`config.mk`:
```
export PLATFORM = sky130hd
export DESIGN_NAME = pcs_ctrl
export DESIGN_NICKNAME = d
export VERILOG_FILES = /design/src/rtl/pcs_pkg.sv /design/src/rtl/pcs_ctrl.sv
export SDC_FILE = /design/constraint.sdc
export NUM_CORES = 1
export LEC_CHECK = 0
export BUFFER_PORTS_ARGS = -buffer_cell sky130_fd_sc_hd__buf_2
export CAP_MARGIN = 0
export CORE_ASPECT_RATIO = 1.1
export CORE_MARGIN = 10
export CORE_UTILIZATION = 40
export DETAILED_ROUTE_END_ITERATION = 16
export GPL_ROUTABILITY_DRIVEN = 0
export PLACE_DENSITY = 0.67
export SLEW_MARGIN = 10
export SYNTH_ARGS = -nofsm -noshare
export SYNTH_HDL_FRONTEND = slang
export SYNTH_SLANG_ARGS = --single-unit
```
`constraint.sdc`:
```
create_clock -name clk_i -period 9.1 [get_ports clk_i]
set_clock_uncertainty 0.2 [all_clocks]
set_input_delay 2.275 -clock clk_i [delete_from_list [all_inputs] [get_ports clk_i]]
set_output_delay 2.275 -clock clk_i [all_outputs]
set_load 0.05 [all_outputs]
```
`src/rtl/pcs_pkg.sv`:
```
`default_nettype none

package pcs_pkg;

  localparam int unsigned MAX_SLOTS = 4096;
  localparam int unsigned SLOT_W    = $clog2(MAX_SLOTS);
  localparam int unsigned CNT_W     = SLOT_W + 1;
  localparam int unsigned ENT_W     = 12;
  localparam int unsigned ENT_DEPTH = 1 << ENT_W;
  localparam int unsigned VALUE_W   = 32;
  localparam int unsigned OCC_W     = 13;

  localparam logic [1:0] REQ_ADD    = 2'd0;
  localparam logic [1:0] REQ_REMOVE = 2'd1;
  localparam logic [1:0] REQ_GET    = 2'd2;

  localparam logic [1:0] ST_OK     = 2'd0;
  localparam logic [1:0] ST_ABSENT = 2'd1;
  localparam logic [1:0] ST_FULL   = 2'd2;
  localparam logic [1:0] ST_DUP    = 2'd3;

  typedef struct packed {
    logic [1:0]         req_type;
    logic [ENT_W-1:0]   entity_id;
    logic [VALUE_W-1:0] component_in;
  } req_t;

  typedef struct packed {
    logic [VALUE_W-1:0] component_out;
    logic [1:0]         status;
    logic [OCC_W-1:0]   occupancy;
  } rsp_t;

  // slot -> value
  typedef struct packed {
    logic               we;
    logic [SLOT_W-1:0]  waddr;
    logic [VALUE_W-1:0] wdata;
    logic [SLOT_W-1:0]  raddr;
  } val_port_t;

  // entity -> slot
  typedef struct packed {
    logic              we;
    logic [ENT_W-1:0]  waddr;
    logic [SLOT_W-1:0] wdata;
    logic [ENT_W-1:0]  raddr;
  } eslot_port_t;

  // slot -> owning entity
  typedef struct packed {
    logic              we;
    logic [SLOT_W-1:0] waddr;
    logic [ENT_W-1:0]  wdata;
    logic [SLOT_W-1:0] raddr;
  } owner_port_t;

  // entity -> presence bit
  typedef struct packed {
    logic             we;
    logic [ENT_W-1:0] waddr;
    logic             wdata;
    logic [ENT_W-1:0] raddr;
  } pres_port_t;

endpackage

`default_nettype wire

```
`src/rtl/pcs_ctrl.sv`:
```
`default_nettype none

module pcs_ctrl import pcs_pkg::*; (
  input  wire logic              clk_i,
  input  wire logic              rst_ni,
  input  wire logic              in_valid_i,
  output logic                   in_ready_o,
  input  wire req_t              in_data_i,
  output logic                   out_valid_o,
  input  wire logic              out_ready_i,
  output rsp_t                   out_data_o,
  output val_port_t              val_port_o,
  input  wire logic [VALUE_W-1:0] val_rdata_i,
  output eslot_port_t            eslot_port_o,
  input  wire logic [SLOT_W-1:0] eslot_rdata_i,
  output owner_port_t            owner_port_o,
  input  wire logic [ENT_W-1:0]  owner_rdata_i,
  output pres_port_t             pres_port_o,
  input  wire logic              pres_rdata_i
);

  localparam logic [2:0] S_CLEAR = 3'd0;
  localparam logic [2:0] S_IDLE  = 3'd1;
  localparam logic [2:0] S_EVAL  = 3'd2;
  localparam logic [2:0] S_GETRD = 3'd3;
  localparam logic [2:0] S_DONE  = 3'd4;

  localparam logic [CNT_W-1:0] FULL_CNT = CNT_W'(MAX_SLOTS);

  logic [2:0]       state_q, state_d;
  logic [ENT_W-1:0] clr_cnt_q, clr_cnt_d;
  logic [CNT_W-1:0] count_q, count_d;
  req_t             req_q, req_d;
  rsp_t             res_q, res_d;
  rsp_t             out_q, out_d;
  logic             out_valid_q, out_valid_d;

  logic [SLOT_W-1:0] last_slot;
  logic [SLOT_W-1:0] free_slot;
  logic              full;
  logic              out_free;
  logic              rsp_fire;
  rsp_t              rsp_new;

  assign last_slot  = count_q[SLOT_W-1:0] - SLOT_W'(1);
  assign free_slot  = count_q[SLOT_W-1:0];
  assign full       = (count_q == FULL_CNT);
  assign out_free   = !out_valid_q || out_ready_i;
  assign in_ready_o = (state_q == S_IDLE);

  always_comb begin
    state_d     = state_q;
    clr_cnt_d   = clr_cnt_q;
    count_d     = count_q;
    req_d       = req_q;
    res_d       = res_q;
    out_d       = out_q;
    out_valid_d = out_valid_q;
    rsp_fire    = 1'b0;
    rsp_new     = res_q;

    // presence and slot reads launch from the incoming word; get launches its value read in EVAL
    val_port_o.we      = 1'b0;
    val_port_o.waddr   = free_slot;
    val_port_o.wdata   = req_q.component_in;
    val_port_o.raddr   = (state_q == S_EVAL) ? eslot_rdata_i : last_slot;
    eslot_port_o.we    = 1'b0;
    eslot_port_o.waddr = req_q.entity_id;
    eslot_port_o.wdata = free_slot;
    eslot_port_o.raddr = in_data_i.entity_id;
    owner_port_o.we    = 1'b0;
    owner_port_o.waddr = free_slot;
    owner_port_o.wdata = req_q.entity_id;
    owner_port_o.raddr = last_slot;
    pres_port_o.we     = 1'b0;
    pres_port_o.waddr  = req_q.entity_id;
    pres_port_o.wdata  = 1'b0;
    pres_port_o.raddr  = in_data_i.entity_id;

    if (out_valid_q && out_ready_i) begin
      out_valid_d = 1'b0;
    end

    case (state_q)
      S_CLEAR: begin
        pres_port_o.we    = 1'b1;
        pres_port_o.waddr = clr_cnt_q;
        pres_port_o.wdata = 1'b0;
        clr_cnt_d         = clr_cnt_q + ENT_W'(1);
        if (clr_cnt_q == {ENT_W{1'b1}}) begin
          state_d = S_IDLE;
        end
      end
      S_IDLE: begin
        if (in_valid_i) begin
          req_d   = in_data_i;
          state_d = S_EVAL;
        end
      end
      S_EVAL: begin
        rsp_fire              = 1'b1;
        rsp_new.component_out = '0;
        rsp_new.status        = ST_ABSENT;
        case (req_q.req_type)
          REQ_ADD: begin
            if (pres_rdata_i) begin
              rsp_new.status = ST_DUP;
            end else if (full) begin
              rsp_new.status = ST_FULL;
            end else begin
              rsp_new.status  = ST_OK;
              val_port_o.we   = 1'b1;
              eslot_port_o.we = 1'b1;
              owner_port_o.we = 1'b1;
              pres_port_o.we  = 1'b1;
              pres_port_o.wdata = 1'b1;
              count_d = count_q + CNT_W'(1);
            end
          end
          REQ_REMOVE: begin
            if (pres_rdata_i && (count_q != '0)) begin
              // move the last slot into the freed one and relink its owner
              rsp_new.status     = ST_OK;
              val_port_o.we      = 1'b1;
              val_port_o.waddr   = eslot_rdata_i;
              val_port_o.wdata   = val_rdata_i;
              owner_port_o.we    = 1'b1;
              owner_port_o.waddr = eslot_rdata_i;
              owner_port_o.wdata = owner_rdata_i;
              eslot_port_o.we    = 1'b1;
              eslot_port_o.waddr = owner_rdata_i;
              eslot_port_o.wdata = eslot_rdata_i;
              pres_port_o.we     = 1'b1;
              count_d = count_q - CNT_W'(1);
            end
          end
          REQ_GET: begin
            if (pres_rdata_i) begin
              rsp_fire = 1'b0;
              state_d  = S_GETRD;
            end
          end
          default: begin
            rsp_new.status = ST_ABSENT;
          end
        endcase
        rsp_new.occupancy = OCC_W'(count_d);
      end
      S_GETRD: begin
        rsp_fire              = 1'b1;
        rsp_new.component_out = val_rdata_i;
        rsp_new.status        = ST_OK;
        rsp_new.occupancy     = OCC_W'(count_q);
      end
      S_DONE: begin
        rsp_fire = 1'b1;
        rsp_new  = res_q;
      end
      default: begin
        state_d = S_IDLE;
      end
    endcase

    if (rsp_fire) begin
      if (out_free) begin
        out_d       = rsp_new;
        out_valid_d = 1'b1;
        state_d     = S_IDLE;
      end else begin
        // hold the result until the output register drains
        res_d   = rsp_new;
        state_d = S_DONE;
      end
    end
  end

  always_ff @(posedge clk_i or negedge rst_ni) begin
    if (!rst_ni) begin
      state_q     <= S_CLEAR;
      clr_cnt_q   <= '0;
      count_q     <= '0;
      out_valid_q <= 1'b0;
    end else begin
      state_q     <= state_d;
      clr_cnt_q   <= clr_cnt_d;
      count_q     <= count_d;
      out_valid_q <= out_valid_d;
    end
  end

  always_ff @(posedge clk_i) begin
    req_q <= req_d;
    res_q <= res_d;
    out_q <= out_d;
  end

  assign out_valid_o = out_valid_q;
  assign out_data_o  = out_q;

  a_count_bound: assert property (@(posedge clk_i) disable iff (!rst_ni)
    count_q <= FULL_CNT)
    else $error("slot count exceeds table size");

  a_accept_eval: assert property (@(posedge clk_i) disable iff (!rst_ni)
    in_valid_i && in_ready_o |=> state_q == S_EVAL)
    else $error("accepted word did not enter evaluation");

  a_count_only_eval: assert property (@(posedge clk_i) disable iff (!rst_ni)
    count_q != $past(count_q) |-> $past(state_q) == S_EVAL)
    else $error("slot count changed outside evaluation");

  a_done_waits: assert property (@(posedge clk_i) disable iff (!rst_ni)
    state_q == S_DONE |-> out_valid_q)
    else $error("result parked while output register empty");

endmodule

`default_nettype wire

```
==> run_results.csv, run 1 <==
group,metric,value,unit
worst_hold_path,min-delay-start,"clr_cnt_q[8]$_DFFE_PN0P_",
floorplan,die_area,27200,µm²
finish,drive_gt1_frac,0.354,
clock_network,root_buffer,"clkbuf_16",
run,maxCapViolations,0,
power,p_seq_frac,0.301,
finish,mostFrequentLayoutCells,"buf_2 (312), nand2_1 (262), edfxtp_1 (140)",
worst_setup_path,cp_data_arrival_time,4760,ps
yosys,syn-cell-area,8400,µm²
global_routing,grt_antenna_before_repair,1,
sta,tightestPinTransition,1120,ps
clock_network,clk_latency,410,ps
yosys,ys.flop_type,"edfxtp_1",
clock_network,cts_buffers,17,
finish,seqCellArea,4930,µm²
power,p_int,1890,µW
route,route.detailed.drc,0,
floorplan,die_w,158,µm
worst_setup_path,worst-setup-path-type,"primary input to output pin",
sta,period_needed,7230,ps
worst_setup_path,cp-start-kind,"primary input",
run_status,status,"complete, no violations",
clock_network,clkSinkCount,169,
route,dr.pass1.iters,7,
finish,final_common_cell,"buf_2",
floorplan,die_h,172,µm
yosys,async_reset_ff_frac,0.172,
yosys,yosysWarnings,0,
worst_setup_path,cp_slowest_cell,"nor2_4",
yosys,netlist_instances,835,
sta,hold_viol,0,
yosys,syn-num-nets,946,
floorplan,pin_count,313,
finish,fill_cells,1933,
yosys,ys_seq_elements,169,
route,routedWlPerCell,19.2,µm
route,vias_per_cell,5.12,
global_routing,grt_usage,0.180,
sta,slew_headroom,0.252,
yosys,avgSynthCellArea,10.1,µm²
placed_design,dp_hpwl,18.5,mm
worst_setup_path,r2r_end,"count_q[1]$_DFFE_PN0P_",
route,dr_total_vias,6833,
floorplan,core,20600,µm²
power,switchingPower,2200,µW
clock_network,h-tree-depth,4,
worst_setup_path,required,6630,ps
worst_setup_path,r2r-start,"state_q[1]$_DFFE_PN0P_",
floorplan,start_util,0.407,
worst_setup_path,cp_max_fo,40,
finish,syn_to_final_growth,22.2,%
sta,max_freq,138,MHz
power,power.density,398,nW/µm²
power,p_leak,0.00463,µW
sta,maxSlewViolCount,0,
yosys,yosysSeqAreaShare,0.587,
global_routing,grt_max_degree,58,
placed_design,port_buffers,312,
route,drt_iter0_drc,498,
clock_network,clock_path_buffers,2,
sta,tns,0,ps
sta,setup_viol,0,
clock_network,cts_hold_buf,0,
route,ant_nets,0,
global_routing,grt_pass1_vias,6853,
clock_network,postCtsSetupRepairBufs,0,
worst_setup_path,endpoint_kind,"output pin",
worst_setup_path,rrSetupSlack,5250,ps
power,pwr-share-clk,0.168,
worst_setup_path,crit_chain,"buf_2 -> and2_1 -> nand2_2 -> nor2_4 -> buf_4 -> nand2_1 -> nand2_1 -> buf_2",
power,power_frac_comb,0.531,
power,p_sw_frac,0.539,
worst_setup_path,r2r_cells,5,
finish,multiInputGateArea,2800,µm²
route,drt_wl_total,25.6,mm
floorplan,row_count,55,
sta,fin_crit_sh,0.795,
finish,fin_nets,1176,
power,power.total,4090,µW
global_routing,grt_pass1_wl,38.3,mm
power,ir_drop,263,µV
clock_network,clk_pin_slew_worst_paths,70,ps
worst_setup_path,cpPeakStageDelay,780,ps
worst_hold_path,hold_depth,1,
yosys,synth.distinct_cells,54,
clock_network,cts_tree,"yes",
worst_hold_path,whs_endpoint,"clr_cnt_q[8]$_DFFE_PN0P_",
sta,rsz0062_at_grt,"no",
yosys,synth-edff-count,140,
global_routing,grt.overflow.total,0,
worst_setup_path,critPathBufInv,3,
worst_hold_path,hold_path_class,"flip-flop to flip-flop",
clock_network,cts_resized,0,
worst_setup_path,cp_top_family,"simple AND/OR/NAND/NOR gates",
layout make-up:
type / count / area share
Inverter: 12 / 0.00439
Sequential cell: 169 / 0.480
Clock buffer: 17 / 0.0414
Timing Repair Buffer: 319 / 0.157
Tap cell: 256 / 0.0312
Clock inverter: 15 / 0.0124
Multi-Input combinational cell: 546 / 0.273
Antenna cell: 1 / 0.000244
worst register-to-register path: cells and delay by family (launching register included):
family          cells  cell delay (ps)
compound gates      1              230
flops               1              510
simple gates        4             2810
stage by stage:
step	utilization	cell area [µm²]	std cells	hold slack (ps)	setup WS, ps
3_5_place_dp	0.470	9710	1302	287	1910
5_1_grt	0.497	10300	1335	335	1670
3_3_place_gp	0.470	9710	1302	279	2000
2_1_floorplan	-	8400	835	261	1570
4_1_cts	0.497	10300	1334	299	1900
6_report	0.497	10300	1335	297	1870
cells in the mapped netlist (8+ instances only):
library cell  number  area share
mux2_2            15       0.020
xor2_1            13       0.014
a21oi_1           19       0.011
o21ai_0           17       0.010
nor2_1            62       0.028
dfrtp_1           29       0.086
edfxtp_1         140        0.50
nand2_1          262        0.12
nor3_1            15      0.0089
clkbuf_1          29       0.013
buf_2              8      0.0048
buf_4             62       0.055
nand3_1           42       0.025
xnor2_1           23       0.024
inv_1             12      0.0054
sequential cells by signal, indices dropped and copies added (netlist names):
signal,flops
clr_cnt_q,12
count_q,13
out_data_o,47
out_valid_o,1
req_q,46
res_q,47
state_q,3
logic make-up after synthesis:
logic type | after synthesis | synth area share
mux | 15 | 0.0201
buf+inv | 120 | 0.0843
xor+xnor | 36 | 0.0375
simple gates | 426 | 0.216
compound gates | 65 | 0.0487
fa+ha+maj | 4 | 0.00596
flops | 169 | 0.587
worst max-delay path by stage:
stage / cells past startpoint / slack (ps) / startpoint / end
after floorplan: 4 / 1570 / pres_rdata_i / pres_port_o[25]
after global routing: 8 / 1670 / pres_rdata_i / eslot_port_o[29]
after detailed placement: 8 / 1910 / pres_rdata_i / eslot_port_o[29]
final: 8 / 1870 / pres_rdata_i / eslot_port_o[29]
after CTS: 8 / 1900 / pres_rdata_i / eslot_port_o[29]
after global placement: 8 / 2000 / pres_rdata_i / eslot_port_o[29]
power groups by stage:
| stage | registers, µW | logic, µW | clock network [µW] |
|---|---|---|---|
| 2_1_floorplan | 1370 | 1580 | 0 |
| 3_3_place_gp | 1240 | 2180 | 0 |
| 3_5_place_dp | 1250 | 2180 | 0 |
| 4_1_cts | 1230 | 2190 | 703 |
| 5_1_grt | 1250 | 2290 | 737 |
| 6_report | 1230 | 2170 | 686 |
layer usage:
metal,global-route usage,wire [µm]
met5,0,0
met4,0.0601,561
met3,0.0492,2140
met2,0.291,12300
met1,0.228,10600
No activity file was read; power rests on OpenSTA's default activity.
==> inputs of run 2 (changes only) <==
clock period = 7.6 ns   (was 9.1 ns; I/O delays follow)
==> run 2 against run 1 <==
Sequential share of layout area down 0.24 points. Power grew 20%. First-iteration DRC count is 6.4% higher. Via count is 0.29% higher. Combinational power is 19% higher. Setup slack lost 170 ps. Worst hold slack better by 1.2 ps. Global-route usage is essentially flat. Non-clock buffer count is 2 higher. Critical path depth fell by 1. Utilization grew 0.25 points. Largest cell class unchanged.
==> run_results.csv, run 2 (synthesis gave the netlist of run 1 again) <==
group,metric,value,unit
worst_hold_path,min-delay-start,"clr_cnt_q[8]$_DFFE_PN0P_",
worst_hold_path,hold_depth,1,
clock_network,clk_pin_slew_worst_paths,70,ps
global_routing,grt_pass1_wl,38.0,mm
sta,max_freq,169,MHz
clock_network,postCtsSetupRepairBufs,0,
sta,maxSlewViolCount,0,
worst_setup_path,r2r-start,"count_q[0]$_DFFE_PN0P_",
worst_setup_path,r2r_cells,8,
run_status,status,"complete, no violations",
route,dr_total_vias,6853,
floorplan,die_w,158,µm
route,routedWlPerCell,18.9,µm
worst_setup_path,crit_chain,"buf_2 -> and2_1 -> nand3_2 -> buf_4 -> nand2_1 -> nand2_1 -> buf_2",
placed_design,dp_hpwl,18.7,mm
run,maxCapViolations,0,
worst_setup_path,required,5500,ps
route,route.detailed.drc,0,
clock_network,cts_resized,0,
route,ant_nets,0,
sta,rsz0062_at_grt,"no",
clock_network,root_buffer,"clkbuf_16",
floorplan,row_count,55,
sta,tns,0,ps
power,power.density,476,nW/µm²
worst_setup_path,endpoint_kind,"output pin",
worst_setup_path,r2r_end,"res_q[12]$_DFFE_PP_",
sta,tightestPinTransition,918,ps
worst_setup_path,cpPeakStageDelay,530,ps
sta,period_needed,5900,ps
finish,mostFrequentLayoutCells,"buf_2 (312), nand2_1 (262), edfxtp_1 (140)",
worst_setup_path,cp_max_fo,27,
sta,slew_headroom,0.386,
worst_setup_path,cp-start-kind,"primary input",
sta,setup_viol,0,
route,vias_per_cell,5.12,
worst_setup_path,critPathBufInv,3,
worst_setup_path,cp_data_arrival_time,3800,ps
floorplan,pin_count,313,
route,met3_length,2.22,mm
floorplan,die_area,27200,µm²
finish,final_common_cell,"buf_2",
worst_setup_path,worst-setup-path-type,"primary input to output pin",
clock_network,cts_hold_buf,0,
global_routing,grt_pass1_vias,6886,
clock_network,clk_latency,420,ps
worst_hold_path,whs_endpoint,"clr_cnt_q[8]$_DFFE_PN0P_",
finish,postLayoutCoreUtil,0.500,
worst_hold_path,hold_path_class,"flip-flop to flip-flop",
route,dr.pass1.iters,5,
finish,drive_gt1_frac,0.356,
global_routing,grt.overflow.total,0,
power,ir_drop,299,µV
global_routing,grt_max_degree,58,
clock_network,clkSinkCount,169,
clock_network,h-tree-depth,4,
floorplan,die_h,172,µm
finish,fin_nets,1178,
floorplan,core,20600,µm²
worst_setup_path,rrSetupSlack,4270,ps
worst_setup_path,cp_top_family,"simple AND/OR/NAND/NOR gates",
sta,hold_viol,0,
global_routing,grt_usage,0.180,
worst_setup_path,cp_slowest_cell,"nand3_2",
placed_design,port_buffers,312,
route,met1_length,10.3,mm
route,met2_length,12.3,mm
clock_network,cts_buffers,17,
global_routing,grt_antenna_before_repair,2,
clock_network,clock_path_buffers,2,
power,p_leak,0.00466,µW
route,dr.max_layer_used,"met4",
route,drt_iter0_drc,530,
floorplan,start_util,0.407,
route,drt_wl_total,25.3,mm
sta,fin_crit_sh,0.777,
finish,syn_to_final_growth,22.9,%
clock_network,cts_tree,"yes",
[run 2: cell type report]
cell class              count  area (µm²)
diodes                      2        5.00
clock buffers              17         425
clock inverters            15         163
repair buffers            321        1630
inverters                  12        45.0
fillers                  1967       10300
well taps                 256         320
multi-input cells         546        2800
flip-flops and latches    169        4930
[run 2: layer usage]
metal	track usage	up-vias
li1	-	3258
met1	0.216	3239
met2	0.300	324
met3	0.0549	32
met4	0.0593	0
met5	0	-
[run 2: power by group]
part	internal [µW]	total [µW]	leakage (µW)	switching, µW
sequential	1280	1480	0.00166	196
clock	438	838	0.000280	400
combinational	545	2590	0.00272	2050
[run 2: worst register-to-register path, delay by kind of cell (launching register included)]
kind	cells	cell delay (ps)
adder cells (fa/ha/maj)	1	280
AO/OA/AOI/OAI	4	740
AND/OR/NAND/NOR	2	1060
flip-flops	1	510
buffers and inverters	1	240
[run 2: worst max path at each step]
stage / from / to / cells after the start / slack [ps]
floorplan: pres_rdata_i / pres_port_o[25] / 4 / 820
global placement: pres_rdata_i / eslot_port_o[14] / 7 / 1770
detailed placement: pres_rdata_i / owner_port_o[26] / 7 / 1680
CTS: pres_rdata_i / owner_port_o[26] / 7 / 1680
global route: pres_rdata_i / val_port_o[46] / 7 / 1530
finish: pres_rdata_i / owner_port_o[26] / 7 / 1700
[run 2: metrics by stage]
step / total power (µW) / setup slack, ps / instances / area [µm²] / hold WS, ps
3_3_place_gp: 4090 / 1770 / 1304 / 9730 / 281
2_1_floorplan: 3530 / 822 / 835 / 8400 / 261
6_report: 4910 / 1700 / 1338 / 10300 / 298
5_1_grt: 5140 / 1530 / 1338 / 10300 / 323
3_5_place_dp: 4100 / 1680 / 1304 / 9730 / 294
4_1_cts: 4950 / 1680 / 1336 / 10300 / 303
==> inputs of run 3 (changes only) <==
PLACE_DENSITY = 0.7   (was 0.67)
clock period = 5.2 ns   (was 7.6 ns; I/O delays follow)
==> run 3 against run 2 <==
Power rose by 47%. Combinational power up 50%. Die area unchanged. Clock power is 47% higher. Clock-buffer cell count stayed put. Via count increased by 0.19%. Critical path type is now flip-flop to output pin.
==> run_results.csv, run 3 (synthesis gave the netlist of run 1 again) <==
group,metric,value,unit
run_status,status,"complete, no violations",
floorplan,core,20600,µm²
finish,drive_gt1_frac,0.359,
clock_network,clkSinkCount,169,
route,drt_wl_total,25.4,mm
finish,fin_nets,1183,
worst_hold_path,hold_path_class,"flip-flop to flip-flop",
clock_network,cts_resized,0,
finish,seqCellArea,4930,µm²
worst_setup_path,required,3700,ps
clock_network,clock_path_buffers,2,
global_routing,grt.overflow.total,0,
sta,period_needed,4910,ps
floorplan,die_h,172,µm
clock_network,cts_hold_buf,0,
worst_setup_path,cp_max_fo,18,
worst_hold_path,min-delay-start,"clr_cnt_q[11]$_DFFE_PN0P_",
route,dr.pass1.iters,5,
floorplan,die_w,158,µm
finish,final_common_cell,"buf_2",
route,dr_total_vias,6866,
floorplan,pin_count,313,
placed_design,port_buffers,312,
sta,hold_viol,0,
sta,fin_crit_sh,0.945,
power,power.density,694,nW/µm²
placed_design,post-place-cells,1309,
worst_setup_path,r2r-start,"count_q[0]$_DFFE_PN0P_",
global_routing,grt_usage,0.182,
finish,mostFrequentLayoutCells,"buf_2 (312), nand2_1 (262), edfxtp_1 (140)",
finish,syn_to_final_growth,23.5,%
sta,max_freq,203,MHz
route,routedWlPerCell,18.9,µm
clock_network,clk_latency,420,ps
run,maxCapViolations,0,
worst_setup_path,cp_data_arrival_time,3410,ps
sta,setup_viol,0,
finish,fill_cells,1893,
route,ant_nets,0,
global_routing,grt_antenna_before_repair,0,
sta,maxSlewViolCount,0,
placed_design,dp_hpwl,19.1,mm
finish,diodes,0,
finish,stdcell_count,1341,
sta,tightestPinTransition,926,ps
clock_network,clk_pin_slew_worst_paths,70,ps
global_routing,grt_max_degree,58,
finish,multiInputGateArea,2810,µm²
worst_setup_path,startpoint,"count_q[0]$_DFFE_PN0P_",
power,power.total,7200,µW
clock_network,root_buffer,"clkbuf_16",
sta,slew_headroom,0.381,
route,drt_iter0_drc,558,
clock_network,cts_buffers,17,
floorplan,row_count,55,
clock_network,cts_tree,"yes",
global_routing,grt_pass1_wl,38.9,mm
floorplan,die_area,27200,µm²
finish,postLayoutCoreUtil,0.502,
worst_setup_path,cp-start-kind,"flip-flop",
placed_design,place_area,9790,µm²
route,vias_per_cell,5.12,
finish,fin_area,10400,µm²
worst_setup_path,worst-setup-path-type,"flip-flop to output pin",
power,ir_drop,552,µV
power,p_leak,0.00469,µW
floorplan,start_util,0.407,
sta,rsz0062_at_grt,"no",
global_routing,grt_pass1_vias,7212,
route,route.detailed.drc,0,
clock_network,h-tree-depth,4,
clock_network,postCtsSetupRepairBufs,0,
worst_setup_path,endpoint_kind,"output pin",
## run 3: changes by cell type in the layout (fill, tap and decap cells not counted), sizes merged
cell      before  now
buf          321  326
clkinv         9    6
diode          2    0
inv           16   18
clkinvlp       2    3
## run 3: worst paths after layout
path	to	slack, ps	cells past startpoint
worst max-delay path	eslot_port_o[19]	290	10
worst min-delay path	clr_cnt_q[11]$_DFFE_PN0P_	300	1
worst max register to register	out_data_o[12]$_DFFE_PP_	1970	7
worst min register to register	clr_cnt_q[11]$_DFFE_PN0P_	300	1
max in group asynchronous	count_q[2]$_DFFE_PN0P_	3600	1
min in group asynchronous	clr_cnt_q[1]$_DFFE_PN0P_	720	1
## run 3: critical path: stages, from the launching register on
cell and delay (ps):
dfrtp_1 480, inv_1 210, ha_1 200, or4b_1 510
or3_4 390, nand2_2 160, nor2_4 40, buf_4 220
o21ai_0 310, buf_4 200, buf_2 260
## run 3: area by class of cell
class / count / share of cell area
clock buffer: 17 / 0.0410
inverter: 12 / 0.00434
clock inverter: 15 / 0.0150
timing repair buffer: 326 / 0.163
tap: 256 / 0.0309
sequential: 169 / 0.475
multi-input combinational: 546 / 0.270
## run 3: power by group
group / internal (µW) / leakage, µW / switching [µW]
Clock: 640 / 0.000275 / 587
Sequential: 1870 / 0.00166 / 222
Combinational: 824 / 0.00275 / 3050
Total: 3340 / 0.00469 / 3860
## run 3: metrics by stage
step                      setup slack (ps)  TNS, ps  hold WS, ps
after floorplan                       -224     -894          261
after global placement                 749        0          282
after detailed placement               679        0          289
after CTS                              248        0          301
after global routing                  78.0        0          330
final                                  286        0          297
## run 3: layer usage
metal,routed length (µm),vias up,part of all wire,global-route usage
li1,-,3281,-,-
met1,10200,3204,0.40,0.217
met2,12500,333,0.49,0.306
met3,1920,48,0.076,0.0447
met4,798,0,0.031,0.0782
met5,0,-,0,0
